## src/hw/rtl/tls_pkg.sv

```systemverilog
package tls_pkg;

	// Field widths.
	localparam int PERIOD_W = 22;
	localparam int HALF_W = 16;
	localparam int ELAPSED_W = 24;
	localparam int CFG_IDX_W = 2;
	localparam int CFG_DATA_W = 22;
	localparam int CMD_W = 2;
	localparam int MODE_W = 2;

	// Default number of half-period expiries spent in blinking green.
	localparam int BLINK_EXPIRIES_DEF = 6;

	// Red lasts four base periods unless shortened (a shift by this many bits).
	localparam int RED_SHIFT = 2;

	localparam logic [ELAPSED_W-1:0] ELAPSED_MAX = {ELAPSED_W{1'b1}};

	// Configuration register reset values.
	localparam logic [PERIOD_W-1:0] BASE_RST = PERIOD_W'(5000);
	localparam logic [PERIOD_W-1:0] YELLOW_RST = PERIOD_W'(3000);
	localparam logic [HALF_W-1:0] HALF_RST = HALF_W'(500);

	// Configuration register indexes.
	localparam logic [CFG_IDX_W-1:0] CFG_BASE = 2'd0;
	localparam logic [CFG_IDX_W-1:0] CFG_YELLOW = 2'd1;
	localparam logic [CFG_IDX_W-1:0] CFG_HALF = 2'd2;

	// Command codes.
	localparam logic [CMD_W-1:0] CMD_TICK = 2'd0;
	localparam logic [CMD_W-1:0] CMD_MODE_NORMAL = 2'd1;
	localparam logic [CMD_W-1:0] CMD_MODE_SHORT = 2'd2;

	// Reported mode numbers.
	localparam logic [MODE_W-1:0] MODE_NORMAL = 2'd1;
	localparam logic [MODE_W-1:0] MODE_SHORT = 2'd2;

	typedef enum logic [1:0] {
		PH_RED = 2'd0,
		PH_GREEN = 2'd1,
		PH_BLINK = 2'd2,
		PH_YELLOW = 2'd3
	} phase_t;

	typedef struct packed {
		logic [PERIOD_W-1:0] base_period;
		logic [PERIOD_W-1:0] yellow_period;
		logic [HALF_W-1:0] blink_half;
	} cfg_t;

	// Packed with the red lamp in the lowest bit.
	typedef struct packed {
		logic [MODE_W-1:0] mode_report;
		phase_t phase;
		logic green_lamp;
		logic yellow_lamp;
		logic red_lamp;
	} res_t;

endpackage

```

## src/hw/rtl/tls_cfg_regs.sv

```systemverilog
module tls_cfg_regs (
	input logic clk,
	input logic arst_n,
	input logic wr_en,
	input logic [tls_pkg::CFG_IDX_W-1:0] wr_index,
	input logic [tls_pkg::CFG_DATA_W-1:0] wr_data,
	output tls_pkg::cfg_t cfg
);
	import tls_pkg::*;

	logic [PERIOD_W-1:0] base_q;
	logic [PERIOD_W-1:0] yellow_q;
	logic [HALF_W-1:0] half_q;

	// Register file; an index past the list is ignored.
	always_ff @(posedge clk or negedge arst_n) begin
		if (!arst_n) begin
			base_q <= BASE_RST;
			yellow_q <= YELLOW_RST;
			half_q <= HALF_RST;
		end else if (wr_en) begin
			if (wr_index == CFG_BASE) begin
				base_q <= wr_data[PERIOD_W-1:0];
			end
			if (wr_index == CFG_YELLOW) begin
				yellow_q <= wr_data[PERIOD_W-1:0];
			end
			if (wr_index == CFG_HALF) begin
				half_q <= wr_data[HALF_W-1:0];
			end
		end
	end

	assign cfg.base_period = base_q;
	assign cfg.yellow_period = yellow_q;
	assign cfg.blink_half = half_q;

endmodule

```

## src/hw/rtl/tls_core.sv

```systemverilog
module tls_core #(
	parameter int BLINK_EXPIRIES = tls_pkg::BLINK_EXPIRIES_DEF
) (
	input logic clk,
	input logic arst_n,
	input logic accept,
	input logic [tls_pkg::CMD_W-1:0] cmd,
	input logic button_pressed,
	input tls_pkg::cfg_t cfg,
	output tls_pkg::res_t res
);
	import tls_pkg::*;

	localparam int CntW = (BLINK_EXPIRIES > 2) ? $clog2(BLINK_EXPIRIES) : 1;

	phase_t phase_q, phase_d;
	logic [ELAPSED_W-1:0] elapsed_q, elapsed_d;
	logic shortened_q, shortened_d;
	logic [CntW-1:0] blink_cnt_q, blink_cnt_d;
	logic level_q, level_d;

	logic [ELAPSED_W-1:0] elapsed_adv;
	logic short_cmd;
	logic short_red;
	logic [ELAPSED_W-1:0] red_time;
	logic [CntW:0] cnt_inc;

	// Command and tick applied before the phase timer is compared.
	always_comb begin
		elapsed_adv = elapsed_q;
		short_cmd = shortened_q;
		unique case (cmd)
			CMD_TICK: begin
				if (elapsed_q != ELAPSED_MAX) begin
					elapsed_adv = elapsed_q + ELAPSED_W'(1);
				end
			end
			CMD_MODE_NORMAL: short_cmd = 1'b0;
			CMD_MODE_SHORT: short_cmd = 1'b1;
			default: begin
			end
		endcase
	end

	assign short_red = short_cmd | button_pressed;
	assign red_time = short_red ? {2'b00, cfg.base_period}
		: {cfg.base_period, RED_SHIFT'(0)};
	assign cnt_inc = {1'b0, blink_cnt_q} + (CntW + 1)'(1);

	// Next state: at most one phase change per item.
	always_comb begin
		phase_d = phase_q;
		elapsed_d = elapsed_adv;
		shortened_d = short_cmd;
		blink_cnt_d = blink_cnt_q;
		level_d = level_q;
		unique case (phase_q)
			PH_RED: begin
				shortened_d = short_red;
				if (elapsed_adv >= red_time) begin
					shortened_d = 1'b0;
					phase_d = PH_GREEN;
					elapsed_d = '0;
				end
			end
			PH_GREEN: begin
				if (elapsed_adv >= {2'b00, cfg.base_period}) begin
					level_d = 1'b0;
					phase_d = PH_BLINK;
					elapsed_d = '0;
				end
			end
			PH_BLINK: begin
				if (elapsed_adv >= {8'h00, cfg.blink_half}) begin
					elapsed_d = '0;
					if (cnt_inc < (CntW + 1)'(BLINK_EXPIRIES)) begin
						blink_cnt_d = cnt_inc[CntW-1:0];
						level_d = ~level_q;
					end else begin
						blink_cnt_d = '0;
						level_d = 1'b0;
						phase_d = PH_YELLOW;
					end
				end
			end
			PH_YELLOW: begin
				if (elapsed_adv >= {2'b00, cfg.yellow_period}) begin
					phase_d = PH_RED;
					elapsed_d = '0;
				end
			end
			default: begin
			end
		endcase
	end

	// Result fields, taken from the state after the item.
	always_comb begin
		res.red_lamp = (phase_d == PH_RED);
		res.yellow_lamp = (phase_d == PH_YELLOW);
		res.green_lamp = (phase_d == PH_GREEN) || ((phase_d == PH_BLINK) && level_d);
		res.phase = phase_d;
		res.mode_report = ((phase_d == PH_RED) && !shortened_d) ? MODE_NORMAL : MODE_SHORT;
	end

	// Sequencer state, updated once per accepted beat.
	always_ff @(posedge clk or negedge arst_n) begin
		if (!arst_n) begin
			phase_q <= PH_RED;
			elapsed_q <= '0;
			shortened_q <= 1'b0;
			blink_cnt_q <= '0;
			level_q <= 1'b0;
		end else if (accept) begin
			phase_q <= phase_d;
			elapsed_q <= elapsed_d;
			shortened_q <= shortened_d;
			blink_cnt_q <= blink_cnt_d;
			level_q <= level_d;
		end
	end

endmodule

```

## src/hw/rtl/tls_out_buf.sv

```systemverilog
module tls_out_buf (
	input logic clk,
	input logic arst_n,
	input logic in_valid,
	output logic in_ready,
	input tls_pkg::res_t in_res,
	output logic out_valid,
	input logic out_ready,
	output tls_pkg::res_t out_res
);
	import tls_pkg::*;

	logic main_valid_q, skid_valid_q;
	res_t main_q, skid_q;
	logic push, pop;

	assign in_ready = !skid_valid_q;
	assign push = in_valid && in_ready;
	assign pop = main_valid_q && out_ready;

	// Valid flags of the output register and its skid entry.
	always_ff @(posedge clk or negedge arst_n) begin
		if (!arst_n) begin
			main_valid_q <= 1'b0;
			skid_valid_q <= 1'b0;
		end else if (!main_valid_q || pop) begin
			main_valid_q <= skid_valid_q || push;
			skid_valid_q <= 1'b0;
		end else if (push) begin
			skid_valid_q <= 1'b1;
		end
	end

	// Payload moves in arrival order: skid entry first, then the new beat.
	always_ff @(posedge clk) begin
		if (!main_valid_q || pop) begin
			if (skid_valid_q) begin
				main_q <= skid_q;
			end else if (push) begin
				main_q <= in_res;
			end
		end else if (push) begin
			skid_q <= in_res;
		end
	end

	assign out_valid = main_valid_q;
	assign out_res = main_q;

endmodule

```

## src/hw/rtl/traffic_light_sequencer.sv

```systemverilog
// Traffic light sequencer: red, green, blinking green, yellow, timed by tick beats on the
// slave stream (tuser 0 is a one-ms tick, 1 selects normal red, 2 short red). Every input
// beat is applied to the sequencer in the cycle it is accepted and yields exactly one result
// beat, held in the output buffer, so the block takes one item per clock while s_tready is
// high; the sequencer state update is a single pass of compare and increment logic. A
// two-entry output register keeps s_tready high until two results wait unread on the master
// side. Configuration writes are accepted in every cycle and take effect once registered.
module traffic_light_sequencer #(
	parameter int BLINK_EXPIRIES = tls_pkg::BLINK_EXPIRIES_DEF
) (
	input logic clk,
	input logic arst_n,
	// Slave stream.
	input logic s_tvalid,
	output logic s_tready,
	input logic [7:0] s_tdata,  // [0] button_pressed, [7:1] zero
	input logic [1:0] s_tuser,  // [1:0] cmd
	// Master stream.
	output logic m_tvalid,
	input logic m_tready,
	output logic [7:0] m_tdata,  // [0] red_lamp, [1] yellow_lamp, [2] green_lamp,
	                             // [4:3] phase, [6:5] mode_report, [7] zero
	// Configuration writes.
	input logic cfg_valid,
	output logic cfg_ready,
	input logic [tls_pkg::CFG_IDX_W-1:0] cfg_index,
	input logic [tls_pkg::CFG_DATA_W-1:0] cfg_data
);
	import tls_pkg::*;

	cfg_t cfg;
	res_t core_res, out_res;
	logic accept;

	assign cfg_ready = 1'b1;
	assign accept = s_tvalid && s_tready;

	tls_cfg_regs u_cfg (
		.clk(clk),
		.arst_n(arst_n),
		.wr_en(cfg_valid && cfg_ready),
		.wr_index(cfg_index),
		.wr_data(cfg_data),
		.cfg(cfg)
	);

	tls_core #(
		.BLINK_EXPIRIES(BLINK_EXPIRIES)
	) u_core (
		.clk(clk),
		.arst_n(arst_n),
		.accept(accept),
		.cmd(s_tuser),
		.button_pressed(s_tdata[0]),
		.cfg(cfg),
		.res(core_res)
	);

	tls_out_buf u_out (
		.clk(clk),
		.arst_n(arst_n),
		.in_valid(s_tvalid),
		.in_ready(s_tready),
		.in_res(core_res),
		.out_valid(m_tvalid),
		.out_ready(m_tready),
		.out_res(out_res)
	);

	assign m_tdata = {1'b0, out_res};

endmodule

```

## config.mk

```make
export PLATFORM = sky130hd
export DESIGN_NAME = traffic_light_sequencer
export DESIGN_NICKNAME = d
export VERILOG_FILES = /design/src/hw/rtl/tls_pkg.sv /design/src/hw/rtl/tls_cfg_regs.sv /design/src/hw/rtl/tls_core.sv /design/src/hw/rtl/tls_out_buf.sv /design/src/hw/rtl/traffic_light_sequencer.sv
export SDC_FILE = /design/constraint.sdc
export NUM_CORES = 1
export LEC_CHECK = 0
export BUFFER_PORTS_ARGS = -buffer_cell sky130_fd_sc_hd__clkbuf_2
export CORE_UTILIZATION = 56
export CTS_CLUSTER_DIAMETER = 200
export DETAILED_ROUTE_END_ITERATION = 7
export PLACE_DENSITY_LB_ADDON = 0.2
export RECOVER_POWER = 100
export REMOVE_ABC_BUFFERS = 1
export SLEW_MARGIN = 20
export SYNTH_ARGS = -nofsm -noshare
export SYNTH_HDL_FRONTEND = slang
export SYNTH_SLANG_ARGS = --single-unit
export TNS_END_PERCENT = 5
```

## constraint.sdc

```tcl
create_clock -name clk -period 4.6 [get_ports clk]
set_input_delay 0 -clock clk [delete_from_list [all_inputs] [get_ports clk]]
set_output_delay 0 -clock clk [all_outputs]
set_load 0.1 [all_outputs]
```

==> flow_metrics.env <==
export IMPL_fp_dieH_um=117
export IMPL_crit_required_ns=4.71
export IMPL_synth_edf_count=14
export IMPL_synth_warning_count=0
export IMPL_rows=41
export IMPL_cts_tree="done"
export IMPL_track_usage_pct=29.6
export IMPL_grt_ovfl_total=0
export IMPL_crit_reg2reg_launch="u_core.elapsed_q[9]$_DFFE_PN0P_"
export IMPL_final_max_slew_viol_count=86
export IMPL_routed_wl_mm=19.2
export IMPL_htree_levels=3
export IMPL_clkLatencyLatePin_ns=0.36
export IMPL_antenna_cells=0
export IMPL_hold_path_class="primary input to flop"
export IMPL_powerDensity_nw_per_um2=316
export IMPL_synth_main_ff_cell="dfrtp_1"
export IMPL_critPathCaptureType="flop"
export IMPL_dr_pass1_iters=5
export IMPL_worst_pin_slew_ns=2.22
export IMPL_gp_congestion=0.939
export IMPL_setup_tns_ns=0
export IMPL_holdWs_ns=0.173
export IMPL_die_width_um=117
export IMPL_ys_ff_latch=107
export IMPL_synthDistinctLibCells=67
export IMPL_numCtsBuffers=9
export IMPL_synthCells=793
export IMPL_min_period_over_period_pct=99.4
export IMPL_clock_sinks=107
export IMPL_fp_dieArea_um2=13700
export IMPL_nets=1063
export IMPL_fin_util_pct=71.9
export IMPL_drive_above_1_share_pct=27.4
export IMPL_ys_seq_area_share_pct=37.3
export IMPL_hold_viol_final=0
export IMPL_start_util_pct=58.1
export IMPL_grt_start_max_net_pins=54
export IMPL_pin_count=50
export IMPL_criticalPathCategory="flop to flop"
export IMPL_portBuffers=40
export IMPL_wire_per_inst_um=17.3
export IMPL_ys_async_sr_fraction_pct=86.9
export IMPL_clockBufferDepth=2
export IMPL_cp_arrival_ns=4.69
export IMPL_netlist_area_um2=7420
export IMPL_fin_crit_ns=4.57
export IMPL_drc=0
export IMPL_via_count=6275
export IMPL_clk_pin_slew_worst_paths_ns=0.07
export IMPL_grt_pass1_vias=6176
export IMPL_area_growth_pct=23.8
export IMPL_slowest_stage="or4_4"
export IMPL_antenna_found_initial=0
export IMPL_status="finished, violations left"
export IMPL_power_mw=2.91
export IMPL_path_cells="nand4_1 -> or4_4 -> o21ai_4 -> or2_4 -> nor2_1 -> nand3_1 -> nor2_1 -> xnor2_1 -> inv_1 -> buf_4 -> ha_1 -> nand4_1 -> buf_6 -> nor3_2 -> or3_1 -> a211o_1 -> a21oi_4 -> nor3_2 -> o21ba_4 -> buf_4 -> nand3_1 -> o21ai_1"
export IMPL_syn_avg_cell_area_um2=9.36
export IMPL_worst_slew_margin_rel_pct=-47.8
export IMPL_hold_start="s_tdata[0]"
export IMPL_skew_ns=0.00682
export IMPL_antenna_left=0
export IMPL_clock_fmax_mhz=219
export IMPL_worst_path_max_fanout=6
export IMPL_vias_per_cell=5.66
export IMPL_slowest_delay_ns=0.54
export IMPL_cts_root_buf="clkbuf_16"
export IMPL_max_cap_viol_count=2
export IMPL_start_kind="flop"
export IMPL_grt_pass1_wl_mm=30.5
export IMPL_coreArea_um2=12800
export IMPL_setup_violations_final=0
export IMPL_drt_initial_drc_count=404
export IMPL_violations="capacitance limit, slew limit"
export IMPL_place_detailed_hpwl_mm=14.2
export IMPL_critPathLaunch="u_core.elapsed_q[9]$_DFFE_PN0P_"
export IMPL_ir_drop_mv=0.289
export IMPL_p_leak_nw=4.51
## layout by cell type, fill, tap and decap left out, drive strengths merged, types with 26 or more instances in the layout
cell and instances:
nand2 109, ha 93, inv 84, buf 84
dfrtp 75, o21ai 59, clkbuf 54, mux2 42
a21oi 35, nor2 33, dlygate4sd3 26
## logic make-up (layout without fill, tap and decap cells)
family | after synthesis | count (layout) | share of synthesized area (%)
DFF | 107 | 107 | 37.3
AOI/OAI and AO/OA | 153 | 153 | 13.0
other | 2 | 2 | 0.101
and+or+nand+nor | 247 | 247 | 16.4
muxes | 65 | 65 | 9.53
adders and majority gates | 93 | 93 | 15.7
buffers and inverters | 109 | 252 | 5.97
xor gates and xnor gates | 17 | 17 | 2.01
## what timing repair did
action,4_1_cts,5_1_grt
setup endpoints to repair,43,44
cloned,0,0
endpoints found under the hold margin,102,0
setup buffers,6,6
resized for setup,26,43
hold buffers,26,0
pin swaps,12,23
## layout make-up
type,count,area [um^2]
flip-flops and latches,107,2770
fillers,940,3580
clock inverters,5,37.5
multi-input cells,577,4510
inverters,83,312
well taps,172,215
clock buffers,11,233
repair buffers,153,1110
## layer usage
metal,vias up,GRT usage [%],share of wire (%)
li1,3054,-,-
met1,3035,40.0,45
met3,23,5.30,4.7
met5,-,0,0
met2,163,47.8,48
met4,0,10.6,2.0
## where the power goes
group	switching, mW	internal, mW	total [mW]
combinational	0.540	0.415	0.955
sequential	0.0987	1.11	1.21
clock	0.369	0.370	0.739
total	1.01	1.90	2.91
## final timing paths
| path | slack [ns] | end | cells after the start |
|---|---|---|---|
| worst max-delay path | 0.03 | u_out.skid_q[2]$_DFFE_PP_ | 22 |
| worst min-delay path | 0.17 | u_core.shortened_q$_DFFE_PN0P_ | 4 |
| worst max register to register | 0.03 | u_out.skid_q[2]$_DFFE_PP_ | 22 |
| worst min register to register | 0.51 | u_core.shortened_q$_DFFE_PN0P_ | 2 |
| max in group asynchronous | 1.41 | u_cfg.yellow_q[0]$_DFFE_PN0P_ | 3 |
| min in group asynchronous | 0.83 | u_cfg.yellow_q[14]$_DFFE_PN0P_ | 2 |
## cells in the mapped netlist, drive strengths merged (3+ instances only)
master   number  area, um^2
a2111oi       4        53.8
a211oi       11        82.6
a21o         15         114
a21oi        35         175
a31o          3        26.3
and2          3        18.8
and3          6        37.5
buf          11        75.1
clkbuf       15        56.3
dfrtp        75        1880
dfstp        18         473
edfxtp       14         420
ha           93        1160
inv          83         312
mux2         42         477
mux2i        23         230
nand2       109         409
nand2b       12        82.6
nand3        16        92.6
nand4        19         125
nor2         33         124
nor2b         6        37.5
nor3          9        45.0
nor3b         3        22.5
nor4          3        18.8
o211ai        3        22.5
o21a          5        38.8
o21ai        59         299
o31ai         3        22.5
or2          11        68.8
or3           7        45.1
or4           4        35.0
xnor2        11        96.3
xor2          6        52.6
## critical path: cells and delay by family (launching register included)
family / cells / cell delay, ns
adders and majority gates: 1 / 0.28
and+or+nand+nor: 11 / 1.81
DFF: 1 / 0.41
AOI/OAI and AO/OA: 5 / 1.10
xor gates and xnor gates: 1 / 0.18
buffers and inverters: 4 / 0.55
## per-stage QoR
step	setup WS (ns)	cells	area [um^2]
after floorplan	-0.198	767	7290
after global placement	-0.211	1054	8290
after detailed placement	-0.291	1055	8300
after CTS	0.0480	1102	8970
after global routing	-0.0463	1108	9190
final	0.0281	1108	9190
## flip-flops by register name (all words and copies together) (netlist names)
signal,count
u_cfg.base_q,22
u_cfg.half_q,16
u_cfg.yellow_q,22
u_core.blink_cnt_q,3
u_core.elapsed_q,24
u_core.level_q,1
u_core.phase_q,2
u_core.shortened_q,1
u_out.out_res,7
u_out.out_valid,1
u_out.skid_q,7
u_out.skid_valid_q,1
(Power assumes the default switching activity.)
